<file path="src/pfdt_pkg.sv">
// Shared types, codes and reset values for the pending flow deadline table.
package pfdt_pkg;

    localparam int DEPTH_DEFAULT = 32;
    localparam int CFG_IDX_W     = 3;
    localparam int CFG_DATA_W    = 64;

    // request kinds
    localparam logic [1:0] KIND_PEND     = 2'd0;
    localparam logic [1:0] KIND_COMPLETE = 2'd1;
    localparam logic [1:0] KIND_EXPIRE   = 2'd2;

    // result status codes
    localparam logic [2:0] ST_OK        = 3'd0;
    localparam logic [2:0] ST_INVALID   = 3'd1;
    localparam logic [2:0] ST_FULL      = 3'd2;
    localparam logic [2:0] ST_DUP_LATE  = 3'd3;
    localparam logic [2:0] ST_NOT_FOUND = 3'd4;

    // configuration register indexes
    localparam logic [CFG_IDX_W-1:0] CFG_MAX_BUDGET         = 3'd0;
    localparam logic [CFG_IDX_W-1:0] CFG_MAX_SERVICE_BUDGET = 3'd1;
    localparam logic [CFG_IDX_W-1:0] CFG_MAX_RESERVED       = 3'd2;
    localparam logic [CFG_IDX_W-1:0] CFG_MAX_ENTRIES        = 3'd3;
    localparam logic [CFG_IDX_W-1:0] CFG_DROP_CODE          = 3'd4;

    // configuration reset values
    localparam logic [63:0] RST_MAX_BUDGET         = 64'd1000000000;
    localparam logic [63:0] RST_MAX_SERVICE_BUDGET = 64'd1000000000;
    localparam logic [31:0] RST_MAX_RESERVED       = 32'hFFFF_FFFF;
    localparam logic [5:0]  RST_MAX_ENTRIES        = 6'd32;
    localparam logic [7:0]  RST_DROP_CODE          = 8'd0;

    typedef struct packed {
        logic [1:0]  kind;
        logic [63:0] flow_id;
        logic [63:0] now_time;
        logic [63:0] budget;
        logic [31:0] reserve_bytes;
        logic [7:0]  decision;
    } req_t;

    typedef struct packed {
        logic [2:0] status;
        logic [7:0] verdict;
        logic       cause;
        logic       last;
    } rsp_t;

    // contents one cell hands to its lower neighbor
    typedef struct packed {
        logic        valid;
        logic        kill;
        logic [63:0] flow;
        logic [63:0] deadline;
    } cell_t;

    // broadcast control to every cell of the row
    typedef struct packed {
        logic cmp;     // load kill and late flags from the compare
        logic expire;  // kill on deadline reached instead of flow match
        logic shift;   // close the lowest killed slot
        logic insert;  // write a new entry at the fill position
    } cell_ctl_t;

endpackage

</file>
<file path="src/pfdt_cell.sv">
// One table cell: holds an entry, compares it, and shifts down to close a hole.
module pfdt_cell (
    input  logic                clk,
    input  logic                rst_n,
    input  pfdt_pkg::cell_ctl_t ctl,
    input  logic                ins,
    input  logic [63:0]         flow_id,
    input  logic [63:0]         now_time,
    input  logic [63:0]         deadline,
    input  pfdt_pkg::cell_t     up,
    output pfdt_pkg::cell_t     own,
    input  logic                hole_in,
    output logic                hole_out,
    output logic                multi,
    output logic                late
);

    logic        valid_reg, valid_next;
    logic        kill_reg, kill_next;
    logic        late_reg, late_next;
    logic [63:0] flow_reg, flow_next;
    logic [63:0] deadline_reg, deadline_next;
    logic        reached;
    logic        hole_le;

    assign reached  = now_time >= deadline_reg;
    assign hole_le  = hole_in | kill_reg;
    assign hole_out = hole_le;
    // a kill here with another one below means more than one remains
    assign multi    = kill_reg & hole_in;
    assign late     = late_reg;
    assign own      = '{valid: valid_reg, kill: kill_reg, flow: flow_reg,
                        deadline: deadline_reg};

    always_comb
    begin
        valid_next    = valid_reg;
        kill_next     = kill_reg;
        late_next     = late_reg;
        flow_next     = flow_reg;
        deadline_next = deadline_reg;
        if (ctl.cmp)
        begin
            kill_next = valid_reg & (ctl.expire ? reached : (flow_reg == flow_id));
            late_next = (now_time != '0) & reached;
        end
        if (ctl.shift && hole_le)
        begin
            valid_next    = up.valid;
            kill_next     = up.kill;
            flow_next     = up.flow;
            deadline_next = up.deadline;
        end
        if (ins)
        begin
            valid_next    = 1'b1;
            kill_next     = 1'b0;
            flow_next     = flow_id;
            deadline_next = deadline;
        end
    end

    always_ff @(posedge clk or negedge rst_n)
    begin
        if (!rst_n)
        begin
            valid_reg <= 1'b0;
            kill_reg  <= 1'b0;
        end
        else
        begin
            valid_reg <= valid_next;
            kill_reg  <= kill_next;
        end
    end

    always_ff @(posedge clk)
    begin
        late_reg     <= late_next;
        flow_reg     <= flow_next;
        deadline_reg <= deadline_next;
    end

endmodule

</file>
<file path="config.mk">
export PLATFORM = sky130hd
export DESIGN_NAME = pfdt_cell
export DESIGN_NICKNAME = d
export VERILOG_FILES = /design/src/pfdt_pkg.sv /design/src/pfdt_cell.sv
export SDC_FILE = /design/constraint.sdc
export NUM_CORES = 1
export LEC_CHECK = 0
export BUFFER_PORTS_ARGS = -buffer_cell sky130_fd_sc_hd__buf_2
export CAP_MARGIN = 10
export CORE_AREA = 2 2 179 181
export CTS_CLUSTER_SIZE = 30
export DETAILED_ROUTE_END_ITERATION = 8
export DIE_AREA = 0 0 181 183
export SLEW_MARGIN = 10
export SYNTH_ARGS = -nofsm -noshare
export SYNTH_HDL_FRONTEND = slang
export SYNTH_SLANG_ARGS = --single-unit
</file>
<file path="constraint.sdc">
create_clock -name clk -period 4.65 [get_ports clk]
set_clock_uncertainty 0.1 [all_clocks]
set_input_delay 0.6975 -clock clk [delete_from_list [all_inputs] [get_ports clk]]
set_output_delay 0.6975 -clock clk [all_outputs]
set_load 0.005 [all_outputs]
</file>
### After elaboration in Yosys (flattened, before gate mapping)

Cells that the tools add are included.
Widths: inputs -> output; s select.

* register bits: 131
* logic and storage cells: 25

* reductions and logical operators: 4
* equality and inequality tests: 1
* bitwise gates (word level): 4
* order comparisons: 1
* multiplexer cells: 10

Operators by type and width (count)
* $mux 64: 4
* $eq 64x64->1: 1
* $ge 64x64->1: 1
* $reduce_bool 64->1: 1
* $mux 1: 6
* $and 1x1->1: 3
* $reduce_bool 3->1: 1
* $reduce_bool 2->1: 1
* $logic_and 1x1->1: 1
* $or 1x1->1: 1

### Longest topological paths before layout

* depth after elaboration: 6
* gate-level depth with buffers: 9
* depth with buffers taken out: 9

### Worst setup path before layout

No wires, ideal clock.

* path type: input to register
* start point: input port ins
* end point: register kill_reg
* arrival time: 4764 ps
* slack: -343 ps
* required time: 4421 ps
* buffers on the path: 1
* cell stages on the path: 7
* cells stage by stage: clkbuf_1 nand2b_1 nor2_1 nand2_1 nor2_1 a22oi_1 nand3_1

* longest elaborated chain between the ends: 1
* elaborated cells on any way between the ends: 2
* classes of those cells: mux (1); reduce/logical (1)

Ends and longest elaborated chain
* from (decl): line pfdt_cell.sv:6 `input logic ins,`
* $reduce_bool 3->1 (no source line) / $mux 1 (equally long branches)
* to (signal assigned): line pfdt_cell.sv:73 `kill_reg <= kill_next;`
* to (decl): line pfdt_cell.sv:19 `logic kill_reg, kill_next;`

Several ways; a longest one is shown, not always the timed one.
A chain may end at the register's enable or synchronous reset.

### Final worst setup path

* start point: register deadline_reg[7]
* end point: register late_reg (netlist: late), data pin

* longest elaborated chain between the ends: 2

Ends and longest elaborated chain
* from (decl): line pfdt_cell.sv:22 `logic [63:0] deadline_reg, deadline_next;`
* from (signal assigned): line pfdt_cell.sv:81 `deadline_reg <= deadline_next;`
* $ge 64x64->1: line pfdt_cell.sv:26 `assign reached = now_time >= deadline_reg;`
* $and 1x1->1: line pfdt_cell.sv:45 `late_next = (now_time != '0) & reached;`
* to (signal assigned): line pfdt_cell.sv:79 `late_reg <= late_next;`
* to (decl): line pfdt_cell.sv:20 `logic late_reg, late_next;`

Every way passes these cells.

==> reports/qor.yml <==
coreArea_mm2: 0.0312
hold_violations: 0
area_delta_synth_final_pct: 42.7
ys.flop_type: "edfxtp_1"
place_inst: 1480
drive_gt1_share_pct: 56.7
drtIter0Drc: 250
tritoncts: "yes"
reg2reg_from: "deadline_reg[7]"
post_drt_wl_per_cell_um: 18.5
cts_setup_buffers: 0
grt_max_degree: 70
finalCoreUtilization_pct: 36.6
nNetsFinal: 1492
drv_cap: 0
grt.overflow.total: 0
grt_pass1_vias: 7173
p_leak_nw: 5.27
power-per-cell-area_mw_per_mm2: 317
yosys_warnings: 0
clock_path_buffers: 2
finalCritPeriodShare_pct: 54.2
avgSynthCellArea_um2: 12.7
period_needed_ns: 2.52
drt_first_pass_iters: 4
peakVddDrop_mv: 0.238
h-tree-depth: 4
crit_required_ns: 4.83
numCtsBuffers: 17
post-route-drc-count: 0
routed_wl_um: 28100
multi_input_area_mm2: 0.00375
status: "finished, final reports clean"
die-width_um: 181
finalSetupViolCount: 0
regToRegEndpoint: "late"
row_count: 65
synth_seq_area_share_pct: 49.1
tightest_slew_ns: 0.850
cp.arrival_ns: 2.70
synth_enable_flop_cells: 129
endpoint_kind: "register"
tns_ns: 0
regArea_mm2: 0.00392
whs_ns: 0.389
path_max_fanout: 3
route.antenna.remaining_nets: 0
dieArea_mm2: 0.0331
num_vias: 6803
insertion_delay_ns: 0.44
hpwl_um: 23300
synth_seq_cells: 131
drv_slew: 0
total_power_w: 0.00362
fin_cells: 1515
syn-cell-area_mm2: 0.00800
min_path_type: "input port to register"
r2r_setup_slack_ns: 2.13
rsz0062_at_grt: "false"
rr_worst_depth: 9
maxSlewHeadroom_pct: 43.3
synth-async-reset-ratio_pct: 1.53
post_drt_via_cell_ratio: 4.49
cts-root-buf: "clkbuf_16"
crit_path_start_kind: "register"
pin_count: 463
synth_nets: 1025
grt_pass1_wl_um: 40700
start_util_pct: 25.6
nFillCells: 3196
crit_type: "register to register"
synthCells: 631
gp_congestion: 0.854
path_clk_slew_ns: 0.06
clock.fmax_mhz: 397
worstSetupStartpoint: "deadline_reg[7]"
die_h_um: 183
crit_end: "late"
cts_sinks: 131
io_buffers: 461
synth_cell_types: 42
antenna_found_initial: 4
grtUsageTotal_pct: 16.7
## cell families (layout without fill, tap and decap cells)
family                     after synthesis  count (layout)  share of synthesized area, %
AOI/OAI and AO/OA                       59              59                          4.68
xor gates and xnor gates                64              64                          7.01
adders and majority gates               64              64                          10.0
buffers and inverters                   86             566                          4.13
DFF                                    131             131                          49.1
muxes                                  128             128                          18.0
other                                    0               2                             0
and+or+nand+nor                         99              99                          7.07
## routing by layer
metal / global-route usage (%) / share of wire (%) / wire, um / vias up
met5: 0 / 0.025 / 7 / -
met1: 17.5 / 37 / 10500 / 3148
met2: 30.3 / 51 / 14400 / 311
met4: 7.45 / 2.8 / 799 / 2
met3: 5.96 / 8.2 / 2310 / 40
li1: - / - / - / 3302
## cell usage after synthesis, drive strengths merged, types with 3 or more instances
library cell,number,area share (%)
clkbuf,12,0.56
buf,5,0.33
edfxtp,129,48
and4,4,0.44
or3,3,0.23
a21oi,26,1.6
nand2,19,0.89
inv,69,3.2
mux2,128,18
o21ai,12,0.80
xnor2,40,4.4
a21o,6,0.56
a221oi,3,0.33
xor2,24,2.6
ha,64,10
nand4,25,2.0
nor2,9,0.42
nor4,25,2.0
nand3,3,0.19
## per-stage QoR
step	area, um2	setup WS, ns
final	11400	2.13
after CTS	11400	2.07
after global routing	11400	1.95
after detailed placement	10800	1.60
after floorplan	8000	1.25
after global placement	10800	1.62
## report_power, final
group          leakage [nW]  switching [W]  internal, W
clock network         0.295       0.000560     0.000860
logic                  3.66       0.000343     0.000367
registers              1.31      0.0000618      0.00143
total                  5.27       0.000965      0.00266
## layout by cell type, fill, tap and decap left out, drive strengths merged, types with 2 or more instances in the layout
cell type / n
a211oi: 2
a21o: 6
a21oi: 26
a221oi: 3
a22oi: 2
and2: 2
and4: 4
buf: 464
bufinv: 3
clkbuf: 20
clkinv: 6
dfrtp: 2
diode: 2
edfxtp: 129
ha: 64
inv: 71
mux2: 128
nand2: 19
nand2b: 2
nand3: 3
nand4: 25
nor2: 9
nor3: 2
nor4: 25
o21ai: 12
or2: 2
or3: 3
xnor2: 40
xor2: 24
## worst min-delay path by stage
stage / startpoint / end / slack (ns) / cells after the start
after global routing: up[129] / valid_reg / 0.40 / 3
after floorplan: rst_n / kill_reg / 0.30 / 0
final: up[129] / valid_reg / 0.39 / 3
after global placement: rst_n / valid_reg / 0.40 / 1
after detailed placement: rst_n / valid_reg / 0.40 / 1
after CTS: up[129] / valid_reg / 0.36 / 3
## final cells by class
cell class / instances / share of cell area, %
diodes: 2 / 0.0438
clock buffers: 20 / 3.91
clock inverters: 12 / 1.37
inverters: 69 / 2.27
multi-input cells: 414 / 32.9
flip-flops and latches: 131 / 34.4
well taps: 402 / 4.41
repair buffers: 465 / 20.8
## repair_timing
item | 4_1_cts | 5_1_grt
hold endpoints to repair | 2 | 0
hold buffers | 1 | 0
resized for setup | 0 | 0
endpoints found under the setup margin | 0 | 0
## critical path, stage by stage, from the launching register on
cell,delay (ns)
edfxtp_1,0.34
inv_1,0.05
ha_1,0.30
nand4_1,0.09
a21oi_1,0.12
a21oi_1,0.12
o41ai_1,0.60
a41o_1,0.35
o21bai_2,0.09
a211oi_2,0.21
(Power assumes the default switching activity.)
